File: config.mk
export PLATFORM = sky130hd
export DESIGN_NAME = agla_result_flat
export DESIGN_NICKNAME = d
export VERILOG_FILES = /design/src/sv/agla_pkg.sv /design/src/sv/agla_stream_if.sv /design/src/sv/agla_result.sv /design/src/flat_wrapper.sv
export SDC_FILE = /design/constraint.sdc
export NUM_CORES = 1
export LEC_CHECK = 0
export BUFFER_PORTS_ARGS = -buffer_cell sky130_fd_sc_hd__buf_2
export CORE_ASPECT_RATIO = 1.25
export CORE_MARGIN = 1
export CORE_UTILIZATION = 55
export DETAILED_ROUTE_END_ITERATION = 7
export PLACE_DENSITY = 0.81
export SLEW_MARGIN = 15
export SYNTH_ARGS = -nofsm -noshare
export SYNTH_HDL_FRONTEND = slang
export SYNTH_SLANG_ARGS = --single-unit
export TNS_END_PERCENT = 100
File: constraint.sdc
create_clock -name clk -period 7.98 [get_ports clk]
set_input_delay 1.596 -clock clk [delete_from_list [all_inputs] [get_ports clk]]
set_output_delay 1.596 -clock clk [all_outputs]
set_load 0.03 [all_outputs]
File: src/sv/agla_pkg.sv
`default_nettype none
package agla_pkg;

	localparam int QUERY_MAX_DEF  = 256;
	localparam int SCORE_BITS_DEF = 24;
	localparam int ROW_BITS_DEF   = 16;

	localparam logic OP_LOAD = 1'b0;
	localparam logic OP_REF  = 1'b1;

	localparam logic [2:0] REG_MATCH    = 3'd0;
	localparam logic [2:0] REG_MISMATCH = 3'd1;
	localparam logic [2:0] REG_DEL_OPEN = 3'd2;
	localparam logic [2:0] REG_INS_OPEN = 3'd3;
	localparam logic [2:0] REG_EXTEND   = 3'd4;

	typedef struct packed {
		logic signed [6:0] match;
		logic signed [6:0] mismatch;
		logic signed [7:0] del_open;
		logic signed [7:0] ins_open;
		logic signed [6:0] extend;
	} agla_cfg_t;

	localparam agla_cfg_t CFG_RESET = '{
		match:    7'sd2,
		mismatch: -7'sd3,
		del_open: -8'sd5,
		ins_open: -8'sd5,
		extend:   -7'sd2
	};

	typedef struct packed {
		logic valid;
		logic fresh;
		logic last;
	} agla_tok_ctrl_t;

endpackage
`default_nettype wire

File: src/sv/agla_stream_if.sv
`default_nettype none


interface agla_out_if;
	logic        valid;
	logic        ready;
	logic [22:0] best_score;
	logic [15:0] best_row;

	modport source (output valid, output best_score, output best_row, input ready);
	modport sink (input valid, input best_score, input best_row, output ready);
endinterface
`default_nettype wire

File: src/sv/agla_result.sv
`default_nettype none
module agla_result #(
	parameter int SCORE_BITS = 24,
	parameter int ROW_BITS   = 16
) (
	input  wire                          clk,
	input  wire                          arst_n,
	input  wire agla_pkg::agla_tok_ctrl_t tail_ctrl,
	input  wire  signed [SCORE_BITS-1:0] tail_score,
	input  wire  [ROW_BITS-1:0]          tail_row,
	output logic                         adv,
	agla_out_if.source                   scores
);
	import agla_pkg::*;

	logic signed [SCORE_BITS-1:0] rb_q;
	logic [ROW_BITS-1:0]          rbrow_q;
	logic signed [SCORE_BITS-1:0] rb_eff;
	logic [ROW_BITS-1:0]          rbrow_eff;
	logic [SCORE_BITS-1:0]        bs;
	logic [ROW_BITS-1:0]          br;
	logic [SCORE_BITS+22:0]       bs_wide;
	logic [ROW_BITS+15:0]         br_wide;
	logic [22:0]                  bs_cap;

	assign adv = !scores.valid || scores.ready;

	always_comb begin
		rb_eff    = tail_ctrl.fresh ? '0 : rb_q;
		rbrow_eff = tail_ctrl.fresh ? '0 : rbrow_q;
		if (rb_eff > tail_score) begin
			bs = rb_eff;
			br = rbrow_eff;
		end else begin
			bs = tail_score;
			br = tail_row;
		end
		bs_wide = {23'b0, bs};
		br_wide = {16'b0, br};
		bs_cap  = (bs_wide > (SCORE_BITS + 23)'(23'h7FFFFF)) ? 23'h7FFFFF : bs_wide[22:0];
	end

	always_ff @(posedge clk or negedge arst_n) begin
		if (!arst_n) begin
			scores.valid <= 1'b0;
			rb_q         <= '0;
			rbrow_q      <= '0;
		end else if (adv) begin
			scores.valid <= tail_ctrl.valid && tail_ctrl.last;
			if (tail_ctrl.valid && !tail_ctrl.last) begin
				if (tail_score > rb_eff) begin
					rb_q    <= tail_score;
					rbrow_q <= tail_row;
				end else begin
					rb_q    <= rb_eff;
					rbrow_q <= rbrow_eff;
				end
			end
		end
	end

	always_ff @(posedge clk) begin
		if (adv && tail_ctrl.valid && tail_ctrl.last) begin
			scores.best_score <= bs_cap;
			scores.best_row   <= br_wide[15:0];
		end
	end

endmodule
`default_nettype wire
File: src/flat_wrapper.sv
// flat-port wrapper written by rule: the top's interface ports become plain ports
module agla_result_flat import agla_pkg::*;
#(
	parameter int SCORE_BITS = 24,
	parameter int ROW_BITS   = 16
)
  (clk, arst_n, tail_ctrl, tail_score, tail_row, adv, scores_valid, scores_best_score, scores_best_row, scores_ready);
  agla_out_if scores_i ();
  input  wire clk;
  input  wire arst_n;
  input  wire agla_pkg::agla_tok_ctrl_t tail_ctrl;
  input  wire  signed [SCORE_BITS-1:0] tail_score;
  input  wire  [ROW_BITS-1:0] tail_row;
  output logic adv;
  output wire logic [$bits(scores_i.valid)-1:0] scores_valid;
  output wire logic [$bits(scores_i.best_score)-1:0] scores_best_score;
  output wire logic [$bits(scores_i.best_row)-1:0] scores_best_row;
  input wire logic [$bits(scores_i.ready)-1:0] scores_ready;
  assign scores_valid = scores_i.valid;
  assign scores_best_score = scores_i.best_score;
  assign scores_best_row = scores_i.best_row;
  assign scores_i.ready = scores_ready;
  agla_result #(.SCORE_BITS(SCORE_BITS), .ROW_BITS(ROW_BITS)) u_core (.clk(clk), .arst_n(arst_n), .tail_ctrl(tail_ctrl), .tail_score(tail_score), .tail_row(tail_row), .adv(adv), .scores(scores_i));
endmodule
==> metrics.md <==
| Metric | Value |
|---|---|
| Outcome | `finished clean` |
| Detailed Routing Iterations Pass 1 | `4` |
| Row count | `35` |
| Slew Viols, Final | `0` |
| Hold-fix buffers, CTS | `0` |
| Mapped cell area | `4358 um^2` |
| Peak fanout along the critical path | `43` |
| Launching element type of the critical path | `input port` |
| Combinational fraction of design power | `32.2%` |
| Setup crit end kind | `flop` |
| Type of the tightest min-delay check | `flop to flop` |
| Clock latency on the worst-skew pair | `0.36 ns` |
| Max Cap Viol | `0` |
| Total CTS buffers | `9` |
| Vias per cell | `5.703` |
| Cells after synthesis | `382` |
| Sw Ratio | `33.73%` |
| Min Hold Slack | `0.5235 ns` |
| Crit Reg-Reg Endpoint | `u_core.scores.best_row[2]` |
| Layout cells sized above 1 | `24.84%` |
| Clk buf depth | `2` |
| Resized Gates After CTS | `0` |
| Top-count cell post-synth | `mux2i_1` |
| Pleak | `2.598 nW` |
| Die X | `81.62 um` |
| Synth cell count leaders | `mux2i_1 (59), nand2_1 (47), inv_1 (43), dfrtp_1 (41), edfxtp_1 (39)` |
| Largest area contributor in the netlist | `edfxtp_1` |
| Reg2reg path depth | `10` |
| Fmax | `199.5 MHz` |
| CP Data Arrival Time | `5.21 ns` |
| Yosys warning count | `0` |
| Vias in the first global route | `3300` |
| Util after Layout | `66.96%` |
| Nets | `530` |
| Flop pwr share | `44.3%` |
| Post-detail-place hpwl | `6145 um` |
| Final worst slack | `2.967 ns` |
| Pint | `0.8737 mW` |
| IO Port Bufs | `86` |
| Adder-cell share of the synthesized area | `6.804%` |
| Power Total | `1.318 mW` |
| Pin count of the biggest net entering global routing | `44` |
| Avg Inst Size Synth | `11.41 um^2` |
| CP required | `8.18 ns` |
| Setup violators final | `0` |
| Initial Util | `57.86%` |
| Ranking of synthesized cells by area | `edfxtp_1 (27%), dfrtp_1 (24%), mux2i_1 (14%), ha_1 (6.3%), o32a_1 (4.8%)` |
| Post-synthesis net count | `450` |
| CP endpoint | `u_core.scores.best_row[2]` |
| Final wirelength | `9355 um` |
| Area growth, synth to finish | `15.73%` |
| Placer Congestion | `0.8123` |
| Final hold vios | `0` |
| Sequential fraction of the synthesis area | `50.42%` |
| GRT overflow | `0` |
| Place WS | `2.676 ns` |
| Relative max-transition margin | `34.40%` |
| Share of the synthesized area in the top cell type | `26.87%` |
| Antenna cells | `0` |
| Dominant synthesized flop cell | `dfrtp_1` |
| Netlist cell types | `38` |
| CTS sink count | `80` |
| CTS tree | `yes` |
| Critical path launch point | `tail_ctrl[1]` |
| Number of flops mapped to enable cells by yosys | `39` |
| Core area | `7532 um^2` |
| Final clock skew | `0.01323 ns` |
| DIE AREA | `8286 um^2` |
| DR iter-0 viols | `156` |
| VDD IR-drop max | `0.1680 mV` |
| Post-route clock period utilization | `62.82%` |
| Reg clk slew, reported paths | `0.09 ns` |
| Largest family of logic cells by synthesized area | `multiplexers` |
| Clk root buf | `clkbuf_8` |
| Worst slew pin tran | `0.9841 ns` |
| Drt wl/cell | `16.74 um` |
| #FFs+latches synth | `80` |
| Sw power | `0.4446 mW` |
| Final TNS setup | `0 ns` |
| Total GRT Usage | `24.42%` |
| Die H | `101.5 um` |
| Antenna Nets Post-Route | `0` |
| Final min period | `5.013 ns` |
| Drt drc | `0` |
| Pwr Density | `261.4 nW/um^2` |
| Simple-gate share of the synthesized area | `13.01%` |
| Clock power frac | `23.4%` |
| Critical path class | `input port to flop` |
| Post-synthesis mux area share | `13.87%` |
| Synth Area in XOR/XNOR | `0.4020%` |
| Top-Level Pins | `87` |
| Clock H-tree levels | `3` |
| Vias | `3188` |
| First-pass GRT wire length | `15140 um` |
| FFs w/ async S/R, synth | `51.25%` |
| Synth Area in Compound Gates | `8.671%` |
| FF-to-FF Start | `u_core.rb_q[23]` |
| Initial antenna violation count | `0` |
| RSZ-0062 raised after global routing | `false` |
| Postcts setup bufs | `0` |
| R2R setup slack | `4.36 ns` |
[how the worst min path moves through the flow]
stage,startpoint,depth (start not counted),to,slack [ns]
final,u_core.rb_q[2],2,u_core.rb_q[2],0.52
after global routing,u_core.rb_q[21],2,u_core.rb_q[21],0.55
after CTS,u_core.rb_q[17],2,u_core.rb_q[17],0.53
after detailed placement,u_core.rb_q[0],2,u_core.rb_q[0],0.52
after global placement,u_core.rb_q[8],2,u_core.rb_q[8],0.51
after floorplan,u_core.rb_q[0],2,u_core.rb_q[0],0.50
[cell usage in the layout (no fill, tap or decap), types with 2 or more instances in the layout]
cell / synthesis / final
o32a_1: 21 / 21
a21oi_1: 9 / 9
inv_1: 43 / 43
clkbuf_8: 0 / 9
dfrtp_1: 41 / 41
xnor2_1: 2 / 2
mux2i_4: 0 / 2
nor2b_1: 26 / 25
nand3_1: 3 / 3
edfxtp_1: 39 / 39
nand2_1: 47 / 47
nand2b_1: 18 / 18
a31oi_1: 2 / 2
nor2_1: 5 / 5
o21bai_1: 2 / 2
buf_2: 4 / 86
mux2i_1: 59 / 58
a21boi_0: 2 / 2
buf_4: 1 / 3
inv_6: 0 / 4
nand4_1: 3 / 3
ha_1: 22 / 22
[cell type report]
| class | instances | area [um^2] |
|---|---|---|
| fill | 588 | 2489 |
| multi-input combinational | 237 | 1892 |
| tap | 92 | 115.1 |
| inverter | 44 | 165.2 |
| clock buffer | 9 | 123.9 |
| sequential | 80 | 2197 |
| clock inverter | 7 | 77.57 |
| timing repair buffer | 90 | 473.0 |
[stage by stage]
| step | cell area [um^2] | instances |
|---|---|---|
| 3_5_place_dp | 4813 | 542 |
| 5_1_grt | 5044 | 559 |
| 2_1_floorplan | 4358 | 382 |
| 4_1_cts | 5015 | 558 |
| 6_report | 5044 | 559 |
| 3_3_place_gp | 4813 | 542 |
[logic make-up after synthesis]
kind of cell / after synthesis
compound gates: 44
xor+xnor: 2
mux: 60
simple gates: 107
buf+inv: 65
flops: 80
fa+ha+maj: 24
[worst max-delay path, cell delays in order]
cell,delay [ns]
buf_2,0.55
nor2b_1,0.16
ha_1,0.35
nand4_1,0.13
nor4_2,0.34
nor4b_4,0.31
o31ai_1,0.17
nand3_2,0.19
mux2i_4,0.64
buf_4,0.47
mux2i_1,0.25
[power by group through the flow]
stage / clock [mW] / combinational (mW) / sequential [mW]
after floorplan: 0 / 0.282 / 0.630
after global placement: 0 / 0.404 / 0.588
after detailed placement: 0 / 0.418 / 0.593
after CTS: 0.314 / 0.423 / 0.584
after global routing: 0.328 / 0.465 / 0.596
final: 0.309 / 0.425 / 0.584
[layer usage]
layer	track usage, %	wire (um)	vias up
met5	0	0	-
met4	10.26	168	0
met3	4.775	474	14
met2	41.73	4938	112
met1	29.89	3773	1567
li1	-	-	1495
[state kept, by name, indices dropped and copies added (netlist names)]
name                      flops
u_core.scores.best_row       16
u_core.scores.valid           1
u_core.rb_q                  24
u_core.rbrow_q               16
u_core.scores.best_score     23
(Power assumes the default switching activity.)
