<file path="src/sv/agla_pkg.sv">
`default_nettype none
package agla_pkg;

	localparam int QUERY_MAX_DEF  = 256;
	localparam int SCORE_BITS_DEF = 24;
	localparam int ROW_BITS_DEF   = 16;

	localparam logic OP_LOAD = 1'b0;
	localparam logic OP_REF  = 1'b1;

	localparam logic [2:0] REG_MATCH    = 3'd0;
	localparam logic [2:0] REG_MISMATCH = 3'd1;
	localparam logic [2:0] REG_DEL_OPEN = 3'd2;
	localparam logic [2:0] REG_INS_OPEN = 3'd3;
	localparam logic [2:0] REG_EXTEND   = 3'd4;

	typedef struct packed {
		logic signed [6:0] match;
		logic signed [6:0] mismatch;
		logic signed [7:0] del_open;
		logic signed [7:0] ins_open;
		logic signed [6:0] extend;
	} agla_cfg_t;

	localparam agla_cfg_t CFG_RESET = '{
		match:    7'sd2,
		mismatch: -7'sd3,
		del_open: -8'sd5,
		ins_open: -8'sd5,
		extend:   -7'sd2
	};

	typedef struct packed {
		logic valid;
		logic fresh;
		logic last;
	} agla_tok_ctrl_t;

endpackage
`default_nettype wire

</file>
<file path="src/sv/agla_cell.sv">
`default_nettype none
module agla_cell #(
	parameter int SCORE_BITS = 24,
	parameter int ROW_BITS   = 16
) (
	input  wire                           clk,
	input  wire                           arst_n,
	input  wire                           adv,
	input  wire                           active,
	input  wire                           load_we,
	input  wire  [7:0]                    load_base,
	input  wire  agla_pkg::agla_cfg_t     cfg,
	input  wire  agla_pkg::agla_tok_ctrl_t ctrl_in,
	input  wire  [7:0]                    b_in,
	input  wire  [ROW_BITS-1:0]           row_in,
	input  wire  signed [SCORE_BITS-1:0]  diag_in,
	input  wire  signed [SCORE_BITS-1:0]  left_in,
	input  wire  signed [SCORE_BITS-1:0]  hgap_in,
	output agla_pkg::agla_tok_ctrl_t      ctrl_out,
	output logic [7:0]                    b_out,
	output logic [ROW_BITS-1:0]           row_out,
	output logic signed [SCORE_BITS-1:0]  diag_out,
	output logic signed [SCORE_BITS-1:0]  left_out,
	output logic signed [SCORE_BITS-1:0]  hgap_out
);
	import agla_pkg::*;

	localparam int SW = SCORE_BITS;
	localparam int EW = SCORE_BITS + 1;
	localparam logic signed [SW-1:0] SMAX = {1'b0, {(SW-1){1'b1}}};
	localparam logic signed [SW-1:0] SMIN = {1'b1, {(SW-1){1'b0}}};

	function automatic logic signed [SW-1:0] sat_add(
		input logic signed [SW-1:0] a,
		input logic signed [EW-1:0] c
	);
		logic signed [EW-1:0] s;
		s = {a[SW-1], a} + c;
		if (s[EW-1] != s[EW-2])
			return s[EW-1] ? SMIN : SMAX;
		return s[SW-1:0];
	endfunction

	logic [7:0]             qbase_q;
	logic signed [SW-1:0]   h_q;
	logic signed [SW-1:0]   e_q;

	logic signed [SW-1:0]   up;
	logic signed [SW-1:0]   vin;
	logic signed [EW-1:0]   sub;
	logic signed [SW-1:0]   d;
	logic signed [SW-1:0]   vo;
	logic signed [SW-1:0]   ve;
	logic signed [SW-1:0]   ho;
	logic signed [SW-1:0]   he;
	logic signed [SW-1:0]   v;
	logic signed [SW-1:0]   h;
	logic signed [SW-1:0]   c;

	always_comb begin
		up  = ctrl_in.fresh ? '0 : h_q;
		vin = ctrl_in.fresh ? SMIN : e_q;
		sub = (qbase_q == b_in) ? EW'(cfg.match) : EW'(cfg.mismatch);
		d   = sat_add(diag_in, sub);
		vo  = sat_add(up, EW'(cfg.del_open));
		ve  = sat_add(vin, EW'(cfg.extend));
		ho  = sat_add(left_in, EW'(cfg.ins_open));
		he  = sat_add(hgap_in, EW'(cfg.extend));
		v   = (vo > ve) ? vo : ve;
		h   = (ho > he) ? ho : he;
		c   = '0;
		if (d > c) c = d;
		if (v > c) c = v;
		if (h > c) c = h;
	end

	always_ff @(posedge clk) begin
		if (load_we)
			qbase_q <= load_base;
		if (adv && ctrl_in.valid && active) begin
			h_q <= c;
			e_q <= v;
		end
	end

	always_ff @(posedge clk or negedge arst_n) begin
		if (!arst_n) begin
			ctrl_out <= '0;
		end else if (adv) begin
			ctrl_out <= ctrl_in;
		end
	end

	always_ff @(posedge clk) begin
		if (adv) begin
			b_out   <= b_in;
			row_out <= row_in;
			if (active) begin
				diag_out <= up;
				left_out <= c;
				hgap_out <= h;
			end else begin
				diag_out <= diag_in;
				left_out <= left_in;
				hgap_out <= hgap_in;
			end
		end
	end

endmodule
`default_nettype wire

</file>
<file path="config.mk">
export PLATFORM = sky130hd
export DESIGN_NAME = agla_cell
export DESIGN_NICKNAME = d
export VERILOG_FILES = /design/src/sv/agla_pkg.sv /design/src/sv/agla_cell.sv
export SDC_FILE = /design/constraint.sdc
export NUM_CORES = 1
export LEC_CHECK = 0
export BUFFER_PORTS_ARGS = -buffer_cell sky130_fd_sc_hd__clkbuf_2
export CAP_MARGIN = 20
export CORE_ASPECT_RATIO = 0.7
export CORE_UTILIZATION = 30
export CTS_CLUSTER_DIAMETER = 100
export CTS_CLUSTER_SIZE = 25
export DETAILED_ROUTE_END_ITERATION = 7
export GPL_TIMING_DRIVEN = 1
export SKIP_CTS_REPAIR_TIMING = 1
export SLEW_MARGIN = 20
export SYNTH_ARGS = -nofsm -noshare
export SYNTH_HDL_FRONTEND = slang
export SYNTH_SLANG_ARGS = --single-unit
</file>
<file path="constraint.sdc">
create_clock -name clk -period 25.1 [get_ports clk]
set_input_delay 5.02 -clock clk [delete_from_list [all_inputs] [get_ports clk]]
set_output_delay 5.02 -clock clk [all_outputs]
set_load 0.05 [all_outputs]
</file>
==> impl_results.rst <==
.. list-table::
   :header-rows: 1

   * - Metric
     - Value
   * - Width of the die
     - a little under 300 um
   * - GR Overflow Total
     - 0
   * - Arrival time at the worst endpoint
     - 18760 ps
   * - Detailed-route wire length per cell
     - roughly 22 um
   * - Cell with the most instances after synthesis
     - sky130_fd_sc_hd__ha_1
   * - Post-synth design cell area
     - 0.0173 mm2
   * - Top achievable clock speed
     - about 0.054 GHz
   * - Basic-gate share of the synthesized area counting and, or, nand and nor cells
     - 16.4%
   * - Drt pass-1 iters
     - 5
   * - Total clock buffers created by CTS
     - 17
   * - Flip-flop and latch count after synthesis
     - about 160
   * - Fraction of synthesized area in multiplexers
     - under 10%
   * - Worst setup SP type
     - input pin
   * - Xor/xnor cell area share of the yosys netlist
     - 4.09%
   * - Deepest level of the CTS H-tree
     - 4
   * - Compound-gate portion of the synthesized area
     - 26.2%
   * - Adder-cell area share of the yosys netlist
     - about 17%
   * - Setup tns final
     - 0 ps
   * - Critical path's slowest cell
     - sky130_fd_sc_hd__nor3_1
   * - Worst Tran Pin Value
     - approximately 1200 ps
   * - Area occupied by multi-input gates
     - 0.0121 mm2
   * - Height of the die
     - ~200 um
   * - Antenna violations before repair
     - 2
   * - Share of final-layout standard cells stronger than drive strength 1
     - ~22%
   * - Ys flop type
     - sky130_fd_sc_hd__edfxtp_1
   * - Count of warnings emitted by yosys
     - 0
   * - Count of flip-flops with a built-in enable after synthesis
     - 152
   * - Num rows
     - 73
   * - Tightest slew margin relative to the limit
     - 16.0%
   * - Final period util
     - about three quarters
   * - Total half-perimeter wirelength after legalization and detailed placement
     - ~54000 um
   * - Final-report max-slew violation count
     - 0
   * - Max clock buf depth
     - 2
   * - Setup-violating endpoint count in the final report
     - 0
   * - Clock transition at the register clock pins on the worst setup and hold paths after CTS
     - roughly 70 ps
   * - Synthesized area divided by synthesized cell count
     - 9.12 um2
   * - Global Route Usage Sum
     - ~21%
   * - Number of clock sinks
     - 155
   * - Share of flip-flops with an asynchronous set or reset after synthesis
     - just under 2%
   * - RSZ-0062 raised after global routing
     - false
   * - Std-Cell Core Area
     - 0.0569 mm2
   * - Layout Area Growth over Synthesis
     - 14.7%
   * - Maximum fanout count along the critical path
     - between 40 and 50
   * - Number of nets in the layout
     - ~2500
   * - Worst path max stage delay
     - about 780 ps
   * - Drt drc
     - 0
   * - Wire length reported by the detailed router
     - between 60000 and 70000 um
   * - Via-to-Cell Ratio
     - around 5.6
   * - Outcome
     - finished clean
   * - Starting DRC count in detailed routing
     - between 1500 and 2000
   * - Placed cell areas
     - 0.0193 mm2
   * - Finished layout cell area
     - 0.0199 mm2
   * - HP Class
     - reg2reg
   * - Seq/Total Area, Yosys
     - a little over a quarter
   * - Pin count of the biggest net entering global routing
     - 52
   * - Clock period minus final worst setup slack
     - between 15000 and 20000 ps
   * - Most area-hungry cell type in the Yosys netlist
     - sky130_fd_sc_hd__edfxtp_1
   * - CP delay by family, top
     - simple AND/OR/NAND/NOR gates
   * - Critical Path Sink Type
     - flip-flop
   * - Latest clock arrival within the worst-skew pair
     - approximately 470 ps
   * - Syn_nets
     - 2281
   * - IO Port Bufs
     - 247
   * - Count of buffering cells on the critical path with inverters included
     - 8
   * - Number of nets with antenna violations after routing
     - 0
   * - Gate count of the mapped netlist
     - 1901
   * - Buffer cell driving the clock tree root
     - sky130_fd_sc_hd__clkbuf_16
   * - Dominant combinational cell family by area after synthesis
     - compound AO/OA/AOI/OAI gates
   * - Worst endpoint required time
     - 25360 ps
   * - Fill cell instance count of the final layout
     - approximately 6000
   * - Leading post-synthesis cells by cell area
     - sky130_fd_sc_hd__edfxtp_1 (26%), sky130_fd_sc_hd__ha_1 (16%), sky130_fd_sc_hd__a21oi_1 (4.0%), sky130_fd_sc_hd__mux2_2 (4.0%), sky130_fd_sc_hd__nand2_1 (3.1%)
   * - I/O pin count
     - 248
   * - Global-route wire length before repair
     - ~94000 um
   * - Clock tree from TritonCTS
     - done
   * - GPL Wtd Cong
     - 0.974
   * - Library cells used by synthesis
     - 107
   * - Critical path type
     - in2reg
   * - Setup clock skew after layout
     - roughly 17 ps
   * - Initial cell density of the core
     - ~30%
   * - Full die area
     - around 0.06 mm2
   * - Endpoints failing hold
     - 0
   * - Area of all sequential standard cells
     - between 0.004 and 0.005 mm2
   * - Post-synth top area share
     - around a quarter
   * - Number of maximum-capacitance constraint violations
     - 0
   * - Vias
     - 16236
   * - Most numerous cell on the critical path
     - sky130_fd_sc_hd__ha_1
   * - Most frequent cells after synthesis
     - sky130_fd_sc_hd__ha_1 (226), sky130_fd_sc_hd__edfxtp_1 (152), sky130_fd_sc_hd__nand2_1 (142)
   * - Vias in the first global route
     - roughly 15000
-- logic make-up (layout without fill, tap and decap cells) --
| kind of cell | after synthesis | after routing |
|---|---|---|
| AND/OR/NAND/NOR | 567 | 567 |
| buffers and inverters | 143 | 368 |
| AO/OA/AOI/OAI | 624 | 624 |
| other | 1 | 2 |
| adder cells (fa/ha/maj) | 231 | 231 |
| flip-flops | 155 | 155 |
| multiplexers | 99 | 99 |
| XOR/XNOR | 81 | 81 |
-- layer usage --
layer | global-route usage (%) | vias to the layer above | wire length (um)
li1 | - | 7680 | -
met2 | 30.5 | 672 | 26900
met5 | 0 | - | 0
met4 | 5.43 | 0 | 1340
met1 | 31.1 | 7798 | 30100
met3 | 6.36 | 86 | 6290
-- layout make-up --
| cell class | instances | area share [%] |
|---|---|---|
| sequential | 155 | 23.3 |
| multi-input combinational | 1603 | 60.9 |
| tap | 750 | 4.72 |
| inverter | 68 | 1.28 |
| timing repair buffer | 268 | 7.02 |
| clock buffer | 19 | 2.18 |
| antenna | 1 | 0.0126 |
| clock inverter | 13 | 0.522 |
-- flip-flops by register name, indices dropped and copies added, names as in the netlist --
name      count
left_out     24
qbase_q       8
e_q          24
h_q          24
row_out      16
ctrl_out      3
hgap_out     24
b_out         8
diag_out     24
-- worst paths after layout --
path,slack [ps],end,cells past startpoint,start
max,6600,left_out[6],48,ctrl_in[1]
max reg2reg,11350,left_out[6],45,e_q[11]
min in group asynchronous,4350,ctrl_out[2],1,arst_n
min reg2reg,510,ctrl_out[2],1,ctrl_out[2]
min,510,ctrl_out[2],1,ctrl_out[2]
max in group asynchronous,20630,ctrl_out[1],1,arst_n
-- placed cells by master (no fill, tap or decap), types with 38 or more instances in the layout --
cell	synthesis	routed
sky130_fd_sc_hd__ha_1	226	226
sky130_fd_sc_hd__mux2_2	61	61
sky130_fd_sc_hd__mux2i_1	38	38
sky130_fd_sc_hd__nand3_1	39	39
sky130_fd_sc_hd__nor2_1	139	137
sky130_fd_sc_hd__clkbuf_2	0	246
sky130_fd_sc_hd__a21oi_1	138	137
sky130_fd_sc_hd__xor2_1	46	46
sky130_fd_sc_hd__a21o_1	52	52
sky130_fd_sc_hd__o21ai_0	98	98
sky130_fd_sc_hd__nor2b_1	75	75
sky130_fd_sc_hd__edfxtp_1	152	152
sky130_fd_sc_hd__nand2_1	142	142
sky130_fd_sc_hd__inv_1	65	65
-- per-stage QoR --
step                      instances  util (%)  hold WS [ps]  setup slack [ps]
after floorplan                1901         -           671              9780
after CTS                      2876      34.9           517              6770
after global placement         2844      34.0           494              6680
after detailed placement       2844      34.0           500              6400
after global routing           2876      35.0           538              5740
final                          2877      35.0           513              6600
-- worst register-to-register path: cells and delay by family, from the launching register on --
family / cells / cell delay [ps]
buffers and inverters: 5 / 2030
adders and majority gates: 5 / 1940
DFF: 1 / 320
and+or+nand+nor: 24 / 6460
AOI/OAI and AO/OA: 10 / 2730
xor gates and xnor gates: 1 / 100
Power is left out: the tool's default activity adds up to more than one toggle a clock period on the data nets, which glitch-free logic cannot reach.
